==> config.mk <==
export PLATFORM = sky130hd
export DESIGN_NAME = seal_outfeed_job_supervisor_unit
export DESIGN_NICKNAME = d
export VERILOG_FILES = /design/src/rtl/ssup_pkg.sv /design/src/rtl/ssup_core.sv /design/src/rtl/seal_outfeed_job_supervisor_unit.sv
export SDC_FILE = /design/constraint.sdc
export NUM_CORES = 1
export LEC_CHECK = 0
export BUFFER_PORTS_ARGS = -buffer_cell sky130_fd_sc_hd__buf_2
export CAP_MARGIN = 20
export CORE_ASPECT_RATIO = 0.8
export CORE_MARGIN = 4
export CORE_UTILIZATION = 50
export DETAILED_ROUTE_END_ITERATION = 8
export PLACE_DENSITY_LB_ADDON = 0.12
export SYNTH_ARGS = -nofsm -noshare
export SYNTH_HDL_FRONTEND = slang
export SYNTH_HIERARCHICAL = 1
export SYNTH_SLANG_ARGS = --single-unit
==> constraint.sdc <==
create_clock -name clk_i -period 2.49 [get_ports clk_i]
set_input_delay 0.1245 -clock clk_i [delete_from_list [all_inputs] [get_ports clk_i]]
set_output_delay 0.1245 -clock clk_i [all_outputs]
set_load 0.005 [all_outputs]
==> src/rtl/ssup_pkg.sv <==
// ----------------------------------------------------------------------------
// ssup_pkg
// Shared types and codes for the seal/outfeed job supervisor.
// ----------------------------------------------------------------------------
package ssup_pkg;

  typedef enum logic [2:0] {
    OP_TICK   = 3'd0,
    OP_LOAD   = 3'd1,
    OP_UNLOAD = 3'd2,
    OP_STOP   = 3'd3,
    OP_CLEAR  = 3'd4
  } op_e;

  typedef enum logic [2:0] {
    PH_NONE     = 3'd0,
    PH_PRESEAL  = 3'd1,
    PH_INFLIGHT = 3'd2,
    PH_SEALDONE = 3'd3,
    PH_OUTFEED  = 3'd4
  } phase_e;

  typedef enum logic [1:0] {
    MODE_NONE   = 2'd0,
    MODE_LOAD   = 2'd1,
    MODE_UNLOAD = 2'd2
  } mode_e;

  typedef struct packed {
    logic [2:0] operation;
    logic       ofd_ready;
    logic       outfeed_cycle_active;
    logic       outfeed_divert_active;
    logic       outfeed_timed_run_active;
    logic [7:0] ofd_count;
    logic       outfeed_start_ok;
    logic       sealer_pulse_active;
    logic       sealer_wait_done;
    logic [7:0] sealer_seq;
    logic       sealer_start_ok;
  } event_t;

  typedef struct packed {
    logic       active_flag;
    logic       expects_seal;
    logic       activity_flag;
    logic       recovery_latch;
    logic       guard_pending;
    logic [7:0] ofd_count_base;
    logic [7:0] sealer_seq_base;
    mode_e      mode;
    phase_e     phase;
  } state_t;

  typedef struct packed {
    logic       accepted;
    logic       job_active;
    phase_e     phase_now;
    mode_e      job_mode;
    logic       recovery_required;
    logic       activity_seen;
    logic       seal_advanced;
    logic       start_outfeed_cmd;
    logic       start_seal_cmd;
    logic       abort_outfeed_cmd;
    logic       job_done;
  } result_t;

endpackage

==> src/rtl/ssup_core.sv <==
// ----------------------------------------------------------------------------
// ssup_core
// Event decode, next job state and result for one supervisor event.
// ----------------------------------------------------------------------------
module ssup_core (
  input  ssup_pkg::state_t  cur_i,
  input  ssup_pkg::event_t  evt_i,
  output ssup_pkg::state_t  nxt_o,
  output ssup_pkg::result_t res_o
);

  function automatic ssup_pkg::phase_e resolve(ssup_pkg::state_t s, logic [7:0] sseq);
    ssup_pkg::phase_e p;
    if (!s.active_flag) p = ssup_pkg::PH_NONE;
    else if (!s.expects_seal) p = ssup_pkg::PH_OUTFEED;
    else if (s.phase == ssup_pkg::PH_PRESEAL) p = ssup_pkg::PH_PRESEAL;
    else if (sseq != s.sealer_seq_base) p = ssup_pkg::PH_SEALDONE;
    else p = ssup_pkg::PH_INFLIGHT;
    return p;
  endfunction

  ssup_pkg::op_e op;
  logic          go;
  logic          adv;
  logic          start_ok;
  logic          seal_busy;

  assign op        = ssup_pkg::op_e'(evt_i.operation);
  assign seal_busy = evt_i.sealer_pulse_active | evt_i.sealer_wait_done;

  always_comb begin
    nxt_o    = cur_i;
    res_o    = '0;
    go       = 1'b1;
    adv      = (evt_i.sealer_seq != cur_i.sealer_seq_base);
    start_ok = !cur_i.active_flag && !cur_i.recovery_latch &&
               !evt_i.outfeed_cycle_active && evt_i.outfeed_start_ok;
    unique case (op)
      ssup_pkg::OP_TICK: begin
        res_o.accepted = 1'b1;
        if (cur_i.active_flag) begin
          if (!evt_i.ofd_ready || evt_i.outfeed_cycle_active ||
              evt_i.outfeed_divert_active || evt_i.outfeed_timed_run_active ||
              evt_i.ofd_count != cur_i.ofd_count_base) begin
            nxt_o.activity_flag = 1'b1;
          end
          if (cur_i.expects_seal && cur_i.phase == ssup_pkg::PH_PRESEAL) begin
            if (cur_i.guard_pending) begin
              nxt_o.guard_pending = 1'b0;
              go = 1'b0;
            end else if (!evt_i.sealer_start_ok) begin
              res_o.abort_outfeed_cmd = evt_i.outfeed_cycle_active;
              nxt_o.active_flag = 1'b0;
              go = 1'b0;
            end else begin
              res_o.start_seal_cmd = 1'b1;
              nxt_o.phase = ssup_pkg::PH_INFLIGHT;
            end
          end
          if (go) begin
            if (cur_i.expects_seal && nxt_o.phase == ssup_pkg::PH_INFLIGHT && adv) begin
              nxt_o.phase = ssup_pkg::PH_SEALDONE;
            end
            if (evt_i.ofd_ready && (!cur_i.expects_seal || adv)) begin
              nxt_o.active_flag = 1'b0;
              nxt_o.phase = ssup_pkg::PH_NONE;
              res_o.job_done = 1'b1;
            end
          end
        end
      end
      ssup_pkg::OP_LOAD, ssup_pkg::OP_UNLOAD: begin
        if (start_ok && !(op == ssup_pkg::OP_LOAD && seal_busy)) begin
          res_o.accepted          = 1'b1;
          res_o.start_outfeed_cmd = 1'b1;
          nxt_o.active_flag       = 1'b1;
          nxt_o.mode              = (op == ssup_pkg::OP_LOAD) ? ssup_pkg::MODE_LOAD
                                                              : ssup_pkg::MODE_UNLOAD;
          nxt_o.expects_seal      = (op == ssup_pkg::OP_LOAD);
          nxt_o.phase             = (op == ssup_pkg::OP_LOAD) ? ssup_pkg::PH_PRESEAL
                                                              : ssup_pkg::PH_OUTFEED;
          nxt_o.guard_pending     = (op == ssup_pkg::OP_LOAD);
          nxt_o.activity_flag     = 1'b0;
          nxt_o.recovery_latch    = 1'b0;
          nxt_o.ofd_count_base    = evt_i.ofd_count;
          nxt_o.sealer_seq_base   = evt_i.sealer_seq;
        end
      end
      ssup_pkg::OP_STOP: begin
        if (cur_i.active_flag) begin
          res_o.accepted          = 1'b1;
          res_o.abort_outfeed_cmd = evt_i.outfeed_cycle_active;
          if (resolve(cur_i, evt_i.sealer_seq) == ssup_pkg::PH_INFLIGHT) begin
            nxt_o.recovery_latch = 1'b1;
          end
          nxt_o.active_flag = 1'b0;
          nxt_o.phase       = ssup_pkg::PH_NONE;
        end
      end
      ssup_pkg::OP_CLEAR: begin
        if (cur_i.active_flag) begin
          res_o.accepted = 1'b0;
        end else if (!cur_i.recovery_latch) begin
          res_o.accepted = 1'b1;
        end else if (!seal_busy) begin
          nxt_o.recovery_latch = 1'b0;
          res_o.accepted       = 1'b1;
        end
      end
      default: begin
      end
    endcase

    res_o.job_active        = nxt_o.active_flag;
    res_o.phase_now         = resolve(nxt_o, evt_i.sealer_seq);
    res_o.job_mode          = nxt_o.mode;
    res_o.recovery_required = nxt_o.recovery_latch;
    res_o.activity_seen     = nxt_o.activity_flag;
    res_o.seal_advanced     = nxt_o.expects_seal &&
                              (evt_i.sealer_seq != nxt_o.sealer_seq_base);
  end

endmodule

==> src/rtl/seal_outfeed_job_supervisor_unit.sv <==
// Result path: the input register holds the event, then the result register holds the result.
// Throughput: one event per cycle unless a result is held; the job state register feeds back.
// The input stage accepts a new item while a result waits if the input register is
// empty, or if the result register frees up in that cycle.
// Reset: rst_ni asynchronous active low; clears job state and both valid flags.
// ----------------------------------------------------------------------------
// seal_outfeed_job_supervisor_unit
// Supervisor for one outfeed job with an optional seal step, one result per event.
// ----------------------------------------------------------------------------
module seal_outfeed_job_supervisor_unit (
  input  logic       clk_i,
  input  logic       rst_ni,
  input  logic       in_valid_i,
  output logic       in_ready_o,
  input  logic [2:0] operation_i,
  input  logic       ofd_ready_i,
  input  logic       outfeed_cycle_active_i,
  input  logic       outfeed_divert_active_i,
  input  logic       outfeed_timed_run_active_i,
  input  logic [7:0] ofd_count_i,
  input  logic       outfeed_start_ok_i,
  input  logic       sealer_pulse_active_i,
  input  logic       sealer_wait_done_i,
  input  logic [7:0] sealer_seq_i,
  input  logic       sealer_start_ok_i,
  output logic       out_valid_o,
  input  logic       out_ready_i,
  output logic       accepted_o,
  output logic       job_active_o,
  output logic [2:0] phase_now_o,
  output logic [1:0] job_mode_o,
  output logic       recovery_required_o,
  output logic       activity_seen_o,
  output logic       seal_advanced_o,
  output logic       start_outfeed_cmd_o,
  output logic       start_seal_cmd_o,
  output logic       abort_outfeed_cmd_o,
  output logic       job_done_o
);

  logic              in_valid_q;
  ssup_pkg::event_t  evt_q;
  logic              out_valid_q;
  ssup_pkg::result_t res_q;
  ssup_pkg::result_t res_d;
  ssup_pkg::state_t  state_q;
  ssup_pkg::state_t  state_d;
  logic              advance;

  assign advance    = in_valid_q && (!out_valid_q || out_ready_i);
  assign in_ready_o = !in_valid_q || advance;

  always_ff @(posedge clk_i or negedge rst_ni) begin
    if (!rst_ni) begin
      in_valid_q <= 1'b0;
    end else if (in_ready_o) begin
      in_valid_q <= in_valid_i;
    end
  end

  always_ff @(posedge clk_i) begin
    if (in_valid_i && in_ready_o) begin
      evt_q.operation                <= operation_i;
      evt_q.ofd_ready                <= ofd_ready_i;
      evt_q.outfeed_cycle_active     <= outfeed_cycle_active_i;
      evt_q.outfeed_divert_active    <= outfeed_divert_active_i;
      evt_q.outfeed_timed_run_active <= outfeed_timed_run_active_i;
      evt_q.ofd_count                <= ofd_count_i;
      evt_q.outfeed_start_ok         <= outfeed_start_ok_i;
      evt_q.sealer_pulse_active      <= sealer_pulse_active_i;
      evt_q.sealer_wait_done         <= sealer_wait_done_i;
      evt_q.sealer_seq               <= sealer_seq_i;
      evt_q.sealer_start_ok          <= sealer_start_ok_i;
    end
  end

  ssup_core u_core (
    .cur_i (state_q),
    .evt_i (evt_q),
    .nxt_o (state_d),
    .res_o (res_d)
  );

  always_ff @(posedge clk_i or negedge rst_ni) begin
    if (!rst_ni) begin
      state_q <= '0;
    end else if (advance) begin
      state_q <= state_d;
    end
  end

  always_ff @(posedge clk_i or negedge rst_ni) begin
    if (!rst_ni) begin
      out_valid_q <= 1'b0;
    end else if (advance) begin
      out_valid_q <= 1'b1;
    end else if (out_ready_i) begin
      out_valid_q <= 1'b0;
    end
  end

  always_ff @(posedge clk_i) begin
    if (advance) begin
      res_q <= res_d;
    end
  end

  assign out_valid_o         = out_valid_q;
  assign accepted_o          = res_q.accepted;
  assign job_active_o        = res_q.job_active;
  assign phase_now_o         = res_q.phase_now;
  assign job_mode_o          = res_q.job_mode;
  assign recovery_required_o = res_q.recovery_required;
  assign activity_seen_o     = res_q.activity_seen;
  assign seal_advanced_o     = res_q.seal_advanced;
  assign start_outfeed_cmd_o = res_q.start_outfeed_cmd;
  assign start_seal_cmd_o    = res_q.start_seal_cmd;
  assign abort_outfeed_cmd_o = res_q.abort_outfeed_cmd;
  assign job_done_o          = res_q.job_done;

`ifndef SYNTHESIS
  a_done_ends_job: assert property (@(posedge clk_i) disable iff (!rst_ni)
    out_valid_o && job_done_o |-> accepted_o && !job_active_o)
    else $error("job_done with job still active");

  a_phase_matches_active: assert property (@(posedge clk_i) disable iff (!rst_ni)
    out_valid_o |-> (job_active_o == (phase_now_o != ssup_pkg::PH_NONE)))
    else $error("phase and job_active disagree");

  a_start_opens_job: assert property (@(posedge clk_i) disable iff (!rst_ni)
    out_valid_o && start_outfeed_cmd_o |-> accepted_o && job_active_o)
    else $error("outfeed start without an active job");

  a_latch_blocks_job: assert property (@(posedge clk_i) disable iff (!rst_ni)
    out_valid_o && recovery_required_o |-> !job_active_o)
    else $error("job active while recovery latch set");

  a_held_event_stable: assert property (@(posedge clk_i) disable iff (!rst_ni)
    in_valid_q && !advance |=> in_valid_q && $stable(evt_q))
    else $error("held event changed before processing");
`endif

endmodule
==> summary.md <==
| Metric | Value |
|---|---|
| Status | complete, no violations |
| Root Driver | clkbuf_8 |
| GP Congestion | about 0.96 |
| Clk_lat worst skew | ~340 ps |
| Mapped Area | 3391 um2 |
| Post-Syn Instances | between 200 and 250 |
| FFs w/ async S/R, synth | about two fifths |
| Critical Path RT | between 2000 and 3000 ps |
| Initial antenna violation count | 0 |
| Vias per cell | 5.256 |
| Core area | around 6500 um2 |
| Achievable Freq | around 440 MHz |
| Max H-tree Level | 3 |
| Top-level port count | 47 |
| Die Ht | ~82 um |
| Syn nets | ~280 |
| Syn-to-layout area delta | 24.98% |
| Synth Area in Simple Gates | around an eighth |
| Crit Path Category | reg2reg |
| TritonCTS buffer count | 9 |
| Remaining DRCs | 0 |
| Layout Skew | ~5.7 ps |
| Share of cells above drive strength 1 | approximately two fifths |
| Fin. Hold Viols | 0 |
| Type of origin of the critical path | register |
| Post-synth cell types | 53 |
| Clock Sinks | between 60 and 70 |
| CP Data Arrival Time | 2390 ps |
| Post-synthesis xor/xnor area fraction | between 4 and 5% |
| Clock transition at path regs | 70 ps |
| Worst slack at placement | around 220 ps |
| Overall die width | ~100 um |
| Main combinational cell family by area after synthesis | multiplexers |
| Max-slew violation count | 0 |
| All-Layer GR Usage | about 17% |
| Worst min path class | in2reg |
| Compound-cell area share of the yosys netlist | 6.753% |
| Max VDD drop | around 0.59 mV |
| # setup viols final | 0 |
| Cts repair resizes | 0 |
| Site row count | 26 |
| DP Wirelength | 4.455 mm |
| Slowest stage cell, crit path | edfxtp_1 |
| Largest net degree at the start of global routing | 29 |
| #FFs+latches synth | 69 |
| Post-synthesis adder-cell area fraction | 0% |
| Power Density | between 800 and 900 nW/um2 |
| Routed WL per cell | around 15 um |
| First-pass GRT wire length | 10.70 mm |
| Ys Warns | 6 |
| RSZ-0062 raised after global routing | false |
| Mux cell area share after synthesis | 16.68% |
| Sequential share of the synthesized area | 56.97% |
| Max_cap viols | 0 |
| Tmin final | about 2300 ps |
| Die Area | just over 8000 um2 |
| CTS Hold Buffers Added | 29 |
| Setup_tns | 0 ps |
| EDFF count, synth | a little over 40 |
| Relative slew margins | between 50% and 60% |
| Antenna cell count | 0 |
| Sequential cell area | approximately 1900 um2 |
| Multi-input gate area | roughly 1400 um2 |
| Ys flop type | edfxtp_1 |
| Crit Path Max Fanout | 4 |
| Initial Util | between 50% and 60% |
| CTS tree | done |
| Clk buf depth | 2 |
| Setup ws final | ~200 ps |
| I/O Buffers | 46 |
| Via count | roughly 2200 |
| Pre-Repair DR Iteration Count | 4 |
| Post-CTS setup repair buffer count | 0 |
| Final WL | about 6.6 mm |
| Pleak | 1.768 nW |
| Nets | 367 |
| Hold Slack | roughly 83 ps |
| Tcrit/Tclk final | 92.05% |
| # fillers | between 400 and 500 |
| Worst path cell trace | xor2_1 > nor4_2 > nand2_1 > or3_1 > a31oi_1 > nand4b_1 > nor2b_1 |
| CP Capture Type | register |
| Slew @ Worst Pin | 699.9 ps |
| Grt ovf | 0 |
| Total Power | about 3.6 mW |
| Crit path largest cell delay | roughly 400 ps |
| Final ANT Viol Nets | 0 |
| Vias in the first global route | 2162 |
| Drt initial violations | 188 |
| Mapped Avg Cell Area | between 10 and 15 um2 |
-- state kept, by name, summed over array words and instances (netlist names), 2 cells and up --
| register | flops |
|---|---|
| state_q | 26 |
| job_mode_o | 2 |
| evt_q | 27 |
| phase_now_o | 3 |
-- power breakdown --
part           internal [mW]  switching (mW)  total (mW)
sequential              1.46           0.177        1.64
clock                  0.481           0.396       0.877
combinational          0.623           0.433        1.06
total                   2.57            1.01        3.57
-- path summary, 6_finish.rpt --
check / cells past startpoint / slack [ps] / startpoint / endpoint
worst min-delay path: 3 / 80 / out_ready_i / out_valid_o
worst min register to register: 1 / 520 / state_q[23] / state_q[23]
worst max register to register: 7 / 200 / evt_q[6] / phase_now_o[1]
worst max-delay path: 7 / 200 / evt_q[6] / phase_now_o[1]
min in group asynchronous: 2 / 370 / rst_ni / state_q[8]
max in group asynchronous: 2 / 1660 / rst_ni / state_q[3]
-- area by class of cell --
cell class                 instances  area share, %
clock inverter                     5          1.181
multi-input combinational        160          31.95
inverter                           6         0.5314
clock buffer                      11          3.336
sequential                        69          45.59
tap                               84          2.480
timing repair buffer              90          14.94
-- critical path, delay by kind of cell (launching register included) --
kind	cells	cell delay (ps)
AND/OR/NAND/NOR	5	1260
XOR/XNOR	1	180
flip-flops	1	390
AO/OA/AOI/OAI	1	230
-- synthesized netlist by cell type (5+ instances only) --
master / count / share of area (%)
edfxtp_1: 41 / 36
dfrtp_1: 28 / 21
mux2_2: 24 / 8.0
mux2_4: 19 / 8.4
nor2_1: 14 / 1.5
xor2_1: 11 / 2.8
nand2_1: 9 / 1.0
nor3_1: 9 / 1.3
o21ai_0: 9 / 1.3
a21oi_1: 8 / 1.2
inv_1: 6 / 0.66
xnor2_1: 6 / 1.5
buf_4: 5 / 1.1
-- cells in the final DEF (no fill, tap or decap), types with 3 or more instances in the layout --
master,count
buf_2,46
mux2_4,19
mux2_2,24
nor3_1,9
xor2_1,11
a21oi_1,8
clkbuf_8,10
o21ai_0,9
nand2_1,9
inv_1,6
buf_4,15
xnor2_1,6
nand3_1,3
nand2b_1,4
o21a_1,3
dfrtp_1,28
edfxtp_1,41
nor2_1,14
nor2b_1,3
dlygate4sd3_1,29
-- through the flow --
stage | area (um2) | instances | utilization [%]
2_1_floorplan | 3391 | 247 | -
3_3_place_gp | 3756 | 380 | 58.02
3_5_place_dp | 3756 | 380 | 58.02
4_1_cts | 4238 | 425 | 65.46
5_1_grt | 4238 | 425 | 65.46
6_report | 4238 | 425 | 65.46
-- logic make-up (layout without fill, tap and decap cells) --
group                  count (synthesis)  count (layout)
buffers and inverters                 18             112
XOR/XNOR                              17              17
AO/OA/AOI/OAI                         33              33
multiplexers                          44              44
AND/OR/NAND/NOR                       66              66
flip-flops                            69              69
-- routing by layer --
layer	track usage (%)	wire [um]
met1	23.20	3067
met2	27.96	3037
met3	4.584	388
met4	6.057	86
met5	0	0
Note: power is estimated with default switching activity, not from simulation.
